File: src/rtl/core/sks_pkg.sv
// shared types and constants for the sorted key set
package sks_pkg;
  localparam int CAPACITY = 64;
  localparam int KEY_BITS = 32;
  localparam int IDX_BITS = $clog2(CAPACITY);
  localparam int CNT_BITS = $clog2(CAPACITY + 1);

  typedef enum logic [1:0] {
    FUNC_CONTAINS = 2'd0,
    FUNC_ADD      = 2'd1,
    FUNC_REMOVE   = 2'd2,
    FUNC_RSVD     = 2'd3
  } func_t;

  typedef struct packed {
    logic load;
    logic commit;
  } sks_cmd_t;

  typedef struct packed {
    logic dummy;
  } sks_stat_t;
endpackage

File: src/rtl/core/sks_ctrl.sv
// request sequencer: load, commit, hold result
module sks_ctrl (
  input  logic              clk,
  input  logic              rst,
  input  logic              in_valid,
  output logic              in_ready,
  output logic              out_valid,
  input  logic              out_ready,
  output sks_pkg::sks_cmd_t cmd
);
  import sks_pkg::*;

  typedef enum logic [2:0] {
    ST_IDLE = 3'b001,
    ST_EXEC = 3'b010,
    ST_DONE = 3'b100
  } state_t;

  state_t state, state_next;

  always_comb begin
    state_next = state;
    unique case (state)
      ST_IDLE: if (in_valid) state_next = ST_EXEC;
      ST_EXEC: state_next = ST_DONE;
      ST_DONE: if (out_ready) state_next = ST_IDLE;
      default: state_next = ST_IDLE;
    endcase
  end

  always_ff @(posedge clk) begin
    if (rst) state <= ST_IDLE;
    else state <= state_next;
  end

  assign in_ready   = (state == ST_IDLE);
  assign out_valid  = (state == ST_DONE);
  assign cmd.load   = in_valid && in_ready;
  assign cmd.commit = (state == ST_EXEC);

  a_load_idle: assert property (@(posedge clk) disable iff (rst)
    cmd.load |=> cmd.commit) else $error("load not followed by commit");
  a_commit_done: assert property (@(posedge clk) disable iff (rst)
    cmd.commit |=> out_valid) else $error("commit not followed by result");
  a_excl: assert property (@(posedge clk) disable iff (rst)
    !(in_ready && out_valid)) else $error("accept while result pending");
endmodule

File: config.mk
export PLATFORM = sky130hd
export DESIGN_NAME = sks_ctrl
export DESIGN_NICKNAME = d
export VERILOG_FILES = /design/src/rtl/core/sks_pkg.sv /design/src/rtl/core/sks_ctrl.sv
export SDC_FILE = /design/constraint.sdc
export NUM_CORES = 1
export LEC_CHECK = 0
export CAP_MARGIN = 10
export CORE_AREA = 2 2 39 41
export DETAILED_ROUTE_END_ITERATION = 7
export DIE_AREA = 0 0 41 43
export DONT_BUFFER_PORTS = 1
export GPL_TIMING_DRIVEN = 0
export REMOVE_ABC_BUFFERS = 1
export SLEW_MARGIN = 20
export SYNTH_ARGS = -nofsm -noshare
export SYNTH_HDL_FRONTEND = slang
export SYNTH_SLANG_ARGS = --single-unit
File: constraint.sdc
create_clock -name clk -period 1.1 [get_ports clk]
set_input_delay 0.165 -clock clk [delete_from_list [all_inputs] [get_ports clk]]
set_output_delay 0.165 -clock clk [all_outputs]
set_load 0.005 [all_outputs]
* Word level (Yosys, flattened, before mapping)
Index checks and enable logic that the tools add are counted.
** Cells by class
- Equal/unequal tests :: 5
- Multiplexer cells :: 3
- Reduce and logical (&&, ||, !) cells :: 2
** Operators by type and width (count)
- case mux 3 bit (3 select lines) :: 1
- two-way mux 3 bit :: 2
- == test 3 x 1 -> 1 bit, second input constant :: 1
- == test 3 x 2 -> 1 bit, second input constant :: 1
- == test 3 bit, second input constant :: 1
- inequality test 2 x 1 -> 1 bit, second input constant :: 1
- inequality test 2 bit, second input constant :: 1
- AND reduction 2 bit :: 1
- logical AND 1 bit :: 1
** Storage, ports and cells
- Register bits :: 3
- Bits of input ports :: 4
- Output and inout port bits :: 4
- Word-level logic and storage cells :: 11

* Depth between registers and ports, before layout
Gate-level depths: netlist of the first run.
- Word-level depth :: 3
- Gate-level depth with buffers :: 3
- Gate-level depth less buffers :: 2

* Worst setup path after synthesis of the first run
No wires, ideal clock.
- Kind :: register to register
- From :: register state[0]
- To :: register state[0]
- Setup time :: 115 ps
- Arrival :: 1031 ps
- Required time :: 985 ps
- Slack :: -46 ps
- Stages on the path, launching flop included :: 3
- Path buffers :: 0
- Period minus slack after synthesis :: 1146 ps
- Cells stage by stage :: dfxtp_1 > or4b_1 > a31o_1
** On the way
- Longest elaborated chain between the ends :: 3
- Elaborated cells between the ends (all ways) :: 7
- Classes of those cells :: eq/ne (5); mux (1); reduce/logical (1)
** Ends and longest elaborated chain
- start, declared :: line sks_ctrl.sv:19 : state_t state, state_next;
- start signal, assigned :: line sks_ctrl.sv:33 : else state <= state_next;
- == test 3 bit or == test 3 x 1 -> 1 bit (tied branches) :: line sks_ctrl.sv:23 : unique case (state)
- inequality test 2 x 1 -> 1 bit (no source line) or inequality test 2 bit (tied branches)
- AND reduction 2 bit (no source line)
Several ways; a longest one is shown, not always the timed one.
A chain may end at the register's enable or synchronous reset.

==> results of run 1 <==
-- final cells by class --
cell class | instances | share of cell area (%)
Clock buffer | 4 | 11.7
Inverter | 2 | 3.33
Multi-Input combinational cell | 10 | 38.9
Sequential cell | 3 | 29.4
Tap cell | 16 | 8.89
Timing Repair Buffer | 2 | 7.78
-- repair_timing --
| action | 4_1_cts | 5_1_grt |
|---|---|---|
| buffers inserted | 1 | 0 |
| gates resized for setup | 7 | 0 |
| hold buffers | 1 | 0 |
| endpoints found under the hold margin | 2 | 0 |
| cloned | 0 | 0 |
| pin swaps | 1 | 2 |
| endpoints found under the setup margin | 4 | 5 |
-- power groups by stage --
stage / combinational [uW] / clock (uW) / sequential, uW
after detailed placement: 19.9 / 0 / 125
after global routing: 33.5 / 207 / 123
after CTS: 30.6 / 206 / 122
after floorplan: 16.7 / 0 / 123
after global placement: 19.6 / 0 / 125
final: 29.8 / 195 / 123
-- layer usage --
| metal | up-vias | routed length (um) |
|---|---|---|
| met5 | - | 0 |
| met2 | 9 | 134 |
| met4 | 0 | 18 |
| li1 | 68 | - |
| met3 | 2 | 67 |
| met1 | 59 | 125 |
-- worst max-delay path by stage --
stage | endpoint | cells after the start | start | slack [ns]
2_1_floorplan | state[0]$_SDFFE_PP1P_ | 2 | state[0]$_SDFFE_PP1P_ | -0.05
3_3_place_gp | state[0]$_SDFFE_PP1P_ | 2 | state[0]$_SDFFE_PP1P_ | -0.09
3_5_place_dp | state[0]$_SDFFE_PP1P_ | 2 | state[0]$_SDFFE_PP1P_ | -0.1
4_1_cts | cmd[0] | 2 | state[0]$_SDFFE_PP1P_ | -0.11
5_1_grt | cmd[0] | 2 | state[0]$_SDFFE_PP1P_ | -0.12
6_report | cmd[0] | 2 | state[0]$_SDFFE_PP1P_ | -0.09
-- cell families (layout without fill, tap and decap cells) --
logic type             count (synthesis)  in the layout
DFF                                    3              3
buffers and inverters                  3              8
AOI/OAI and AO/OA                      2              2
and+or+nand+nor                        8              8
-- critical path, stage by stage, from the launching register on --
cell and delay (ns):
sky130_fd_sc_hd__dfxtp_2 0.33, sky130_fd_sc_hd__or3b_4 0.40, sky130_fd_sc_hd__inv_2 0.06
-- stage by stage --
| step | instance area [sq um] | power (uW) | instances |
|---|---|---|---|
| 2_1_floorplan | 148 | 139 | 15 |
| 3_3_place_gp | 168 | 144 | 31 |
| 3_5_place_dp | 168 | 145 | 31 |
| 4_1_cts | 225 | 359 | 37 |
| 5_1_grt | 225 | 364 | 37 |
| 6_report | 225 | 347 | 37 |
-- synthesized netlist by cell type --
cell type / number
sky130_fd_sc_hd__or3b_1: 1
sky130_fd_sc_hd__dfxtp_1: 3
sky130_fd_sc_hd__buf_4: 1
sky130_fd_sc_hd__a31o_1: 1
sky130_fd_sc_hd__nor3b_1: 2
sky130_fd_sc_hd__nor2_1: 1
sky130_fd_sc_hd__nand2b_1: 1
sky130_fd_sc_hd__or3b_2: 1
sky130_fd_sc_hd__or4b_1: 1
sky130_fd_sc_hd__inv_1: 2
sky130_fd_sc_hd__nand4bb_1: 1
sky130_fd_sc_hd__a211oi_1: 1
==> metrics.log, run 1 <==
[metrics] status: complete, but fails checks
[metrics] violated checks: setup timing
[metrics] worst path setup slack after routing: -0.0932 ns
[metrics] Crit. End Element: primary output
[metrics] power share of the combinational group: 8.6%
[metrics] unrepaired setup endpoints after global routing: true
[metrics] Slew Limit Fails: 0
[metrics] netlist area before placement: 155 sq um
[metrics] met2 track demand over resource in global routing: 4.38%
[metrics] leading cell type in the layout, fill and taps excluded: sky130_fd_sc_hd__clkbuf_4
[metrics] Leak Pwr: 0.0000835 uW
[metrics] combined area of the multi-input logic cells: 87.6 sq um
[metrics] total global routing overflow: 0
[metrics] quantity of I/O buffers inserted on ports: 0
[metrics] Filler Cell Count: 159
[metrics] worst hold-check slack: 0.0404 ns
[metrics] starting density of the core: 11.2%
[metrics] portion of the clock cycle consumed by the worst path in the final layout: 108%
[metrics] HPWL after detailed placement: 250 um
[metrics] clk root buf: sky130_fd_sc_hd__clkbuf_4
[metrics] clock slew seen by the registers of the worst setup and hold paths: 0.03 ns
[metrics] H-tree depth reported by CTS: 1
[metrics] number of rows created at floorplan: 14
[metrics] multiplexer area fraction after synthesis: 0%
[metrics] Area growth, synth to finish: 45.2%
[metrics] Hold Path Stages: 1
[metrics] switching part of the total power: 22.6%
[metrics] power density over the cells: 1540 nW/um^2
[metrics] internal power summed over all cells: 269 uW
[metrics] crit path launch type: register
[metrics] length of the first detailed-routing pass in iterations: 2
[metrics] share of power burned in registers: 35.3%
[metrics] Yosys cell types: 12
[metrics] first-pass GRT wire length: 414 um
[metrics] Worst VDD drop: 153 uV
[metrics] worst-case setup slack after placement: -0.0986 ns
[metrics] detail-routed via count per cell: 3.73
[metrics] Adder-Cell Fraction of Synth Area: 0%
[metrics] Reg with most FFs: state
[metrics] YS warnings: 0
[metrics] clock latency reported for the late side of the worst-skew pair: 0.23 ns
[metrics] type of the tightest min-delay check: in -> reg
[metrics] main combinational cell family by area after synthesis: simple AND/OR/NAND/NOR gates
[metrics] measured slew at the worst slew-check pin: 0.253 ns
[metrics] maximum clock skew at final layout: 0.00187 ns
[metrics] worst reg2reg path depth: 2
[metrics] Antenna diodes: 0
[metrics] R2R Setup Slk: -0.04 ns
[metrics] shortest clock period the worst path allows after layout: 1.19 ns
[metrics] overall track demand over capacity in global routing: 4.31%
[metrics] biggest area contributors in the synthesized netlist: sky130_fd_sc_hd__dfxtp_1 39%, sky130_fd_sc_hd__nor3b_1 9.7%, sky130_fd_sc_hd__nand4bb_1 7.3%
[metrics] FF-to-FF End: state[0]$_SDFFE_PP1P_
[metrics] max FFs per register: 3
[metrics] final-report setup violation count: 3
[metrics] TritonCTS buffer count: 3
[metrics] data arrival at the endpoint of the critical path: 1.03 ns
[metrics] die height: 43 um
[metrics] total via count after detailed routing: 138
[metrics] power dissipated by switching net loads: 78.5 uW
[metrics] fraction of final layout cells with drive strength greater than 1: 47.6%
[metrics] clock buffer depth: 2
[metrics] biggest area consumer among synthesized cells: sky130_fd_sc_hd__dfxtp_1
[metrics] Min-Delay Endpoint: state[0]$_SDFFE_PP1P_
[metrics] Placeable Area: 1380 sq um
[metrics] die boundary width: 41 um
[metrics] f_max: 838 MHz
[metrics] number of antenna violations at the first check in global routing: 0
[metrics] fraction of the mapped netlist area in simple logic gates: 41.1%
[metrics] startpoint of the worst register-to-register path: state[1]$_SDFFE_PP0P_
[metrics] HP Start: rst
[metrics] portion of synthesized cell area occupied by the leading cell type: 38.7%
[metrics] pin count of the biggest net entering global routing: 8
[metrics] Routability Congestion: 0.485
[metrics] commonest non-fill, non-tap cells in the layout: 3 x sky130_fd_sc_hd__clkbuf_4, 2 x sky130_fd_sc_hd__dfxtp_2
[metrics] reported max-cap violation count: 0
[metrics] drt wl/cell: 9.35 um
[metrics] Synth Area in XOR/XNOR: 0%
[metrics] data required time at the worst endpoint: 0.94 ns
[metrics] residual antenna-violating net count after detailed routing: 0
[metrics] sequential cell area fraction in the yosys report: 38.7%
[metrics] clock net sink count: 3
[metrics] Detailed Route Iter0 Violations: 2
[metrics] GR Util met1: 2.88%
[metrics] max-slew headroom at the worst pin: 83.1%
[metrics] num ports: 8
[metrics] WL final: 346 um
[metrics] net count of the finished layout: 26
[metrics] global routing's busiest layer: met4
[metrics] count of endpoints failing hold in the final timing report: 0
[metrics] sequential cell area in the final layout: 66.3 sq um
[metrics] clock tree from TritonCTS: done
[metrics] flops & latches, synth: 3
[metrics] part of the total power dissipated in the clock network: 56.1%
[metrics] floorplan die area: 1760 sq um
[metrics] Synth Instances: 16
[metrics] number of remaining DRC errors: 0
[metrics] registers with the most flip-flops: state (3)
[metrics] GR met3 Demand/Resource: 2.62%
[metrics] final-layout setup total negative slack: -0.142 ns
[metrics] Post-Synthesis Mean Instance Area: 9.70 sq um
[metrics] class of the most critical setup path: reg -> out
[metrics] critical path peak fanout: 6
[metrics] post-synthesis compound-gate area fraction: 10.5%
[metrics] via count of the first global-routing pass: 126
[metrics] fin util: 16.3%
(Power assumes the default switching activity.)
==> inputs of run 2 (changes only) <==
--- a/config.mk
+++ b/config.mk
@@ -5,11 +5,11 @@
 export SDC_FILE = /design/constraint.sdc
 export NUM_CORES = 1
 export LEC_CHECK = 0
+export BUFFER_PORTS_ARGS = -buffer_cell sky130_fd_sc_hd__buf_2
 export CAP_MARGIN = 10
 export CORE_AREA = 2 2 39 41
 export DETAILED_ROUTE_END_ITERATION = 7
 export DIE_AREA = 0 0 41 43
-export DONT_BUFFER_PORTS = 1
 export GPL_TIMING_DRIVEN = 0
 export REMOVE_ABC_BUFFERS = 1
 export SLEW_MARGIN = 20
==> metrics.log, run 2 (synthesis results as in run 1) <==
[metrics] status: complete, but fails checks
[metrics] violated checks: setup timing
[metrics] class of the most critical setup path: reg -> reg
[metrics] floorplan die area: 1760 sq um
[metrics] shortest clock period the worst path allows after layout: 1.27 ns
[metrics] length of the first detailed-routing pass in iterations: 2
[metrics] clock latency reported for the late side of the worst-skew pair: 0.23 ns
[metrics] fin util: 23.6%
[metrics] number of remaining DRC errors: 0
[metrics] via count of the first global-routing pass: 156
[metrics] drt wl/cell: 9.28 um
[metrics] critical path peak fanout: 3
[metrics] commonest non-fill, non-tap cells in the layout: 6 x sky130_fd_sc_hd__buf_2, 6 x sky130_fd_sc_hd__buf_4, 3 x sky130_fd_sc_hd__clkbuf_4, 3 x sky130_fd_sc_hd__buf_6, 3 x sky130_fd_sc_hd__dfxtp_4
[metrics] maximum cell stage delay along the critical path: 0.51 ns
[metrics] TritonCTS buffer count: 3
[metrics] Reg with most FFs: state
[metrics] overall track demand over capacity in global routing: 5.31%
[metrics] registers with the most flip-flops: state (3)
[metrics] power density over the cells: 1170 nW/um^2
[metrics] Placeable Area: 1380 sq um
[metrics] data arrival at the endpoint of the critical path: 1.39 ns
[metrics] first-pass GRT wire length: 579 um
[metrics] clock buffer depth: 2
[metrics] Filler Cell Count: 169
[metrics] residual antenna-violating net count after detailed routing: 0
[metrics] worst path setup slack after routing: -0.173 ns
[metrics] WL final: 464 um
[metrics] worst hold-check slack: 0.115 ns
[metrics] clk root buf: sky130_fd_sc_hd__clkbuf_4
[metrics] measured slew at the worst slew-check pin: 0.161 ns
[metrics] fraction of final layout cells with drive strength greater than 1: 73.5%
[metrics] Leak Pwr: 0.000148 uW
[metrics] reported max-cap violation count: 0
[metrics] f_max: 786 MHz
[metrics] number of buffer and inverter instances along the worst setup path: 1
[metrics] H-tree depth reported by CTS: 1
[metrics] maximum clock skew at final layout: 0.0000653 ns
[metrics] number of rows created at floorplan: 14
[metrics] die height: 43 um
[metrics] Final Total Pwr: 382 uW
[metrics] die boundary width: 41 um
[metrics] combined area of the multi-input logic cells: 92.6 sq um
[metrics] type of the tightest min-delay check: in -> reg
[metrics] total via count after detailed routing: 185
[metrics] Final Non-Filler Cells: 50
[metrics] pin count of the biggest net entering global routing: 7
[metrics] total global routing overflow: 0
[metrics] portion of the clock cycle consumed by the worst path in the final layout: 116%
[metrics] max-slew headroom at the worst pin: 89.2%
[metrics] cell at the slowest stage of the critical path: sky130_fd_sc_hd__or4b_1
[metrics] gate family responsible for the most delay along the worst path: simple AND/OR/NAND/NOR gates
[metrics] number of cells on the critical path: 3
[metrics] number of antenna violations at the first check in global routing: 0
[metrics] data required time at the worst endpoint: 1.22 ns
[metrics] clock tree from TritonCTS: done
[metrics] Detailed Route Iter0 Violations: 1
[metrics] Worst VDD drop: 171 uV
[metrics] detail-routed via count per cell: 3.70
[metrics] num ports: 8
[metrics] crit path launch type: register
[metrics] Hold Path Stages: 2
[metrics] worst reg2reg path depth: 3
[metrics] starting density of the core: 11.2%
[metrics] count of endpoints failing hold in the final timing report: 0
[metrics] sequential cell area in the final layout: 71.3 sq um
[metrics] quantity of I/O buffers inserted on ports: 7
[metrics] Area growth, synth to finish: 110%
[metrics] clock slew seen by the registers of the worst setup and hold paths: 0.04 ns
[metrics] Antenna diodes: 0
[metrics] dpl cells: 38
[metrics] Crit. End Element: register
[metrics] final-report setup violation count: 5
[metrics] net count of the finished layout: 39
[metrics] Routability Congestion: 0.569
[metrics] Slew Limit Fails: 0
[metrics] unrepaired setup endpoints after global routing: true
[metrics] clock net sink count: 3
[metrics] worst-path cell chain: buf_4, or4b_1, a31o_1
[metrics] max FFs per register: 3
## run 2: where the power goes
| part | leakage (uW) | switching [uW] | internal (uW) |
|---|---|---|---|
| clock network | 0.0000150 | 56.7 | 136 |
| registers | 0.0000261 | 5.04 | 112 |
| logic | 0.000107 | 25.7 | 46.6 |
## run 2: worst register-to-register path: stages (launching register included)
cell and delay [ns]:
sky130_fd_sc_hd__dfxtp_4 0.33, sky130_fd_sc_hd__buf_4 0.13, sky130_fd_sc_hd__or4b_1 0.51, sky130_fd_sc_hd__a31o_1 0.19
## run 2: path summary, 6_finish.rpt
check                        startpoint               endpoint  slack (ns)
setup / recovery  state[0]$_SDFFE_PP1P_  state[0]$_SDFFE_PP1P_       -0.17
hold / removal                      rst  state[2]$_SDFFE_PP0P_        0.11
setup reg to reg  state[0]$_SDFFE_PP1P_  state[0]$_SDFFE_PP1P_       -0.17
hold reg to reg   state[0]$_SDFFE_PP1P_  state[2]$_SDFFE_PP0P_        0.53
## run 2: metal layers
metal | vias up | wire length (um) | GRT usage [%]
met5 | - | 0 | 0
met4 | 0 | 0 | 8.00
met3 | 0 | 42 | 0
met2 | 7 | 254 | 6.88
met1 | 84 | 167 | 6.05
li1 | 94 | - | -
## run 2: stage by stage
stage	setup slack (ns)	TNS [ns]	cell area, sq um
3_5_place_dp	-0.115	-0.219	203
6_report	-0.173	-0.647	327
2_1_floorplan	-0.0462	-0.0462	148
5_1_grt	-0.203	-0.907	327
3_3_place_gp	-0.100	-0.194	203
4_1_cts	-0.188	-0.548	277
## run 2: repair_timing
item,4_1_cts,5_1_grt
resized for setup,9,4
setup endpoints to repair,5,6
buffers inserted,4,4
hold buffers,0,0
pin swaps,4,4
## run 2: cell type report
cell class	instances	area share, %
clock buffers	4	8.05
inverters	2	2.30
repair buffers	15	33.3
flip-flops and latches	3	21.8
multi-input cells	10	28.4
well taps	16	6.13
==> inputs of run 3 (changes only) <==
--- a/config.mk
+++ b/config.mk
@@ -11,6 +11,7 @@
 export DETAILED_ROUTE_END_ITERATION = 7
 export DIE_AREA = 0 0 41 43
 export GPL_TIMING_DRIVEN = 0
+export HOLD_SLACK_MARGIN = 0.15
 export REMOVE_ABC_BUFFERS = 1
 export SLEW_MARGIN = 20
 export SYNTH_ARGS = -nofsm -noshare
==> constraint.sdc (replaced) <==
create_clock -name clk -period 1.4 [get_ports clk]
set_input_delay 0.21 -clock clk [delete_from_list [all_inputs] [get_ports clk]]
set_output_delay 0.21 -clock clk [all_outputs]
set_load 0.005 [all_outputs]
==> metrics.log, run 3 (synthesis results as in run 1) <==
[metrics] Area growth, synth to finish: 52.4%
[metrics] net count of the finished layout: 31
[metrics] final-layout setup total negative slack: 0 ns
[metrics] class of the most critical setup path: reg -> out
[metrics] count of endpoints failing hold in the final timing report: 0
[metrics] commonest non-fill, non-tap cells in the layout: 7 x sky130_fd_sc_hd__buf_2, 3 x sky130_fd_sc_hd__clkbuf_4, 2 x sky130_fd_sc_hd__inv_1, 2 x sky130_fd_sc_hd__nor3b_1
[metrics] R2R Setup Slk: 0.20 ns
[metrics] max-slew headroom at the worst pin: 87.2%
[metrics] Crit. End Element: primary output
[metrics] clk root buf: sky130_fd_sc_hd__clkbuf_4
[metrics] die boundary width: 41 um
[metrics] crit path launch type: register
[metrics] f_max: 750 MHz
[metrics] status: complete, no violations
[metrics] clock net sink count: 3
[metrics] portion of the clock cycle consumed by the worst path in the final layout: 95.2%
[metrics] critical path peak fanout: 7
[metrics] data arrival at the endpoint of the critical path: 1.12 ns
[metrics] starting density of the core: 11.2%
[metrics] part of the total power dissipated in the clock network: 55.0%
[metrics] power share of the combinational group: 9.6%
[metrics] WL final: 379 um
[metrics] quantity of I/O buffers inserted on ports: 7
[metrics] measured slew at the worst slew-check pin: 0.192 ns
[metrics] clock slew seen by the registers of the worst setup and hold paths: 0.04 ns
[metrics] Routability Congestion: 0.569
[metrics] number of rows created at floorplan: 14
[metrics] Leak Pwr: 0.000104 uW
[metrics] overall track demand over capacity in global routing: 4.50%
[metrics] TritonCTS buffer count: 3
[metrics] Hold Path Stages: 2
[metrics] switching part of the total power: 22.8%
[metrics] Min-Delay Endpoint: state[1]$_SDFFE_PP0P_
[metrics] final-report setup violation count: 0
[metrics] power density over the cells: 1170 nW/um^2
[metrics] number of remaining DRC errors: 0
[metrics] floorplan die area: 1760 sq um
[metrics] H-tree depth reported by CTS: 1
[metrics] length of the first detailed-routing pass in iterations: 2
[metrics] FF-to-FF End: state[0]$_SDFFE_PP1P_
[metrics] worst hold-check slack: 0.162 ns
[metrics] Reg with most FFs: state
[metrics] pin count of the biggest net entering global routing: 8
[metrics] first-pass GRT wire length: 476 um
[metrics] clock tree from TritonCTS: done
[metrics] power dissipated by switching net loads: 62.8 uW
[metrics] number of hold-repair buffers added at the cts stage: 0
[metrics] Antenna diodes: 0
[metrics] total global routing overflow: 0
[metrics] detail-routed via count per cell: 3.48
[metrics] registers with the most flip-flops: state (3)
[metrics] Worst VDD drop: 127 uV
[metrics] clock latency reported for the late side of the worst-skew pair: 0.23 ns
[metrics] die height: 43 um
[metrics] shortest clock period the worst path allows after layout: 1.33 ns
[metrics] drt wl/cell: 9.02 um
[metrics] Slew Limit Fails: 0
[metrics] via count of the first global-routing pass: 128
[metrics] Detailed Route Iter0 Violations: 2
[metrics] type of the tightest min-delay check: in -> reg
[metrics] clock buffer depth: 2
[metrics] max FFs per register: 3
[metrics] Resize count post-CTS: 4
[metrics] HP Start: rst
[metrics] worst reg2reg path depth: 2
[metrics] num ports: 8
[metrics] number of antenna violations at the first check in global routing: 0
[metrics] Placeable Area: 1380 sq um
[metrics] maximum clock skew at final layout: 0.000255 ns
[metrics] startpoint of the worst register-to-register path: state[2]$_SDFFE_PP0P_
[metrics] unrepaired setup endpoints after global routing: false
[metrics] share of power burned in registers: 35.4%
[metrics] residual antenna-violating net count after detailed routing: 0
[metrics] sequential cell area in the final layout: 65.1 sq um
[metrics] Filler Cell Count: 170
[metrics] combined area of the multi-input logic cells: 82.6 sq um
[metrics] data required time at the worst endpoint: 1.19 ns
[metrics] leading cell type in the layout, fill and taps excluded: sky130_fd_sc_hd__buf_2
[metrics] postcts setup bufs: 0
[metrics] total via count after detailed routing: 146
[metrics] fraction of final layout cells with drive strength greater than 1: 50.0%
[metrics] reported max-cap violation count: 0
[metrics] Final Total Pwr: 276 uW
[metrics] internal power summed over all cells: 213 uW
run 3: layout make-up:
cell class	instances	area share [%]
multi-input combinational	10	34.9
sequential	3	27.5
inverter	2	3.17
clock buffer	4	11.1
tap	16	8.47
timing repair buffer	7	14.8
run 3: critical path, cell delays in order (launching register included):
cell                      delay, ns
sky130_fd_sc_hd__dfxtp_4       0.36
sky130_fd_sc_hd__or3b_4        0.38
sky130_fd_sc_hd__inv_1         0.05
sky130_fd_sc_hd__buf_2         0.10
run 3: per-stage QoR:
stage          instance area [sq um]  utilization [%]  std cells  setup slack [ns]
4_1_cts                          236             17.1         42            0.0542
5_1_grt                          236             17.1         42            0.0157
6_report                         236             17.1         42            0.0672
2_1_floorplan                    148                -         15             0.254
3_5_place_dp                     203             14.6         38             0.140
3_3_place_gp                     203             14.6         38             0.155
run 3: how the worst max path moves through the flow:
stage                                from                    end  slack [ns]  cells after the start
global route        state[1]$_SDFFE_PP0P_                 cmd[0]        0.02                      3
CTS                 state[1]$_SDFFE_PP0P_                 cmd[0]        0.05                      3
floorplan           state[0]$_SDFFE_PP1P_  state[0]$_SDFFE_PP1P_        0.25                      2
detailed placement  state[1]$_SDFFE_PP0P_                 cmd[0]        0.14                      3
finish              state[1]$_SDFFE_PP0P_                 cmd[0]        0.07                      3
global placement    state[1]$_SDFFE_PP0P_                 cmd[0]        0.15                      3
run 3: metal layers:
layer	GRT usage [%]	share of wire [%]	vias up	wire, um
met4	8.00	0	0	0
met5	0	0	-	0
met1	5.41	44	62	168
met2	5.00	44	7	166
met3	0	12	0	44
li1	-	-	77	-
run 3: power by group through the flow:
stage	Clock, uW	Combinational, uW	Sequential (uW)
finish	152	26.4	97.7
global route	165	29.7	98.3
CTS	160	26.8	97.5
detailed placement	0	26.1	98.8
global placement	0	25.8	98.2
floorplan	0	13.1	96.3
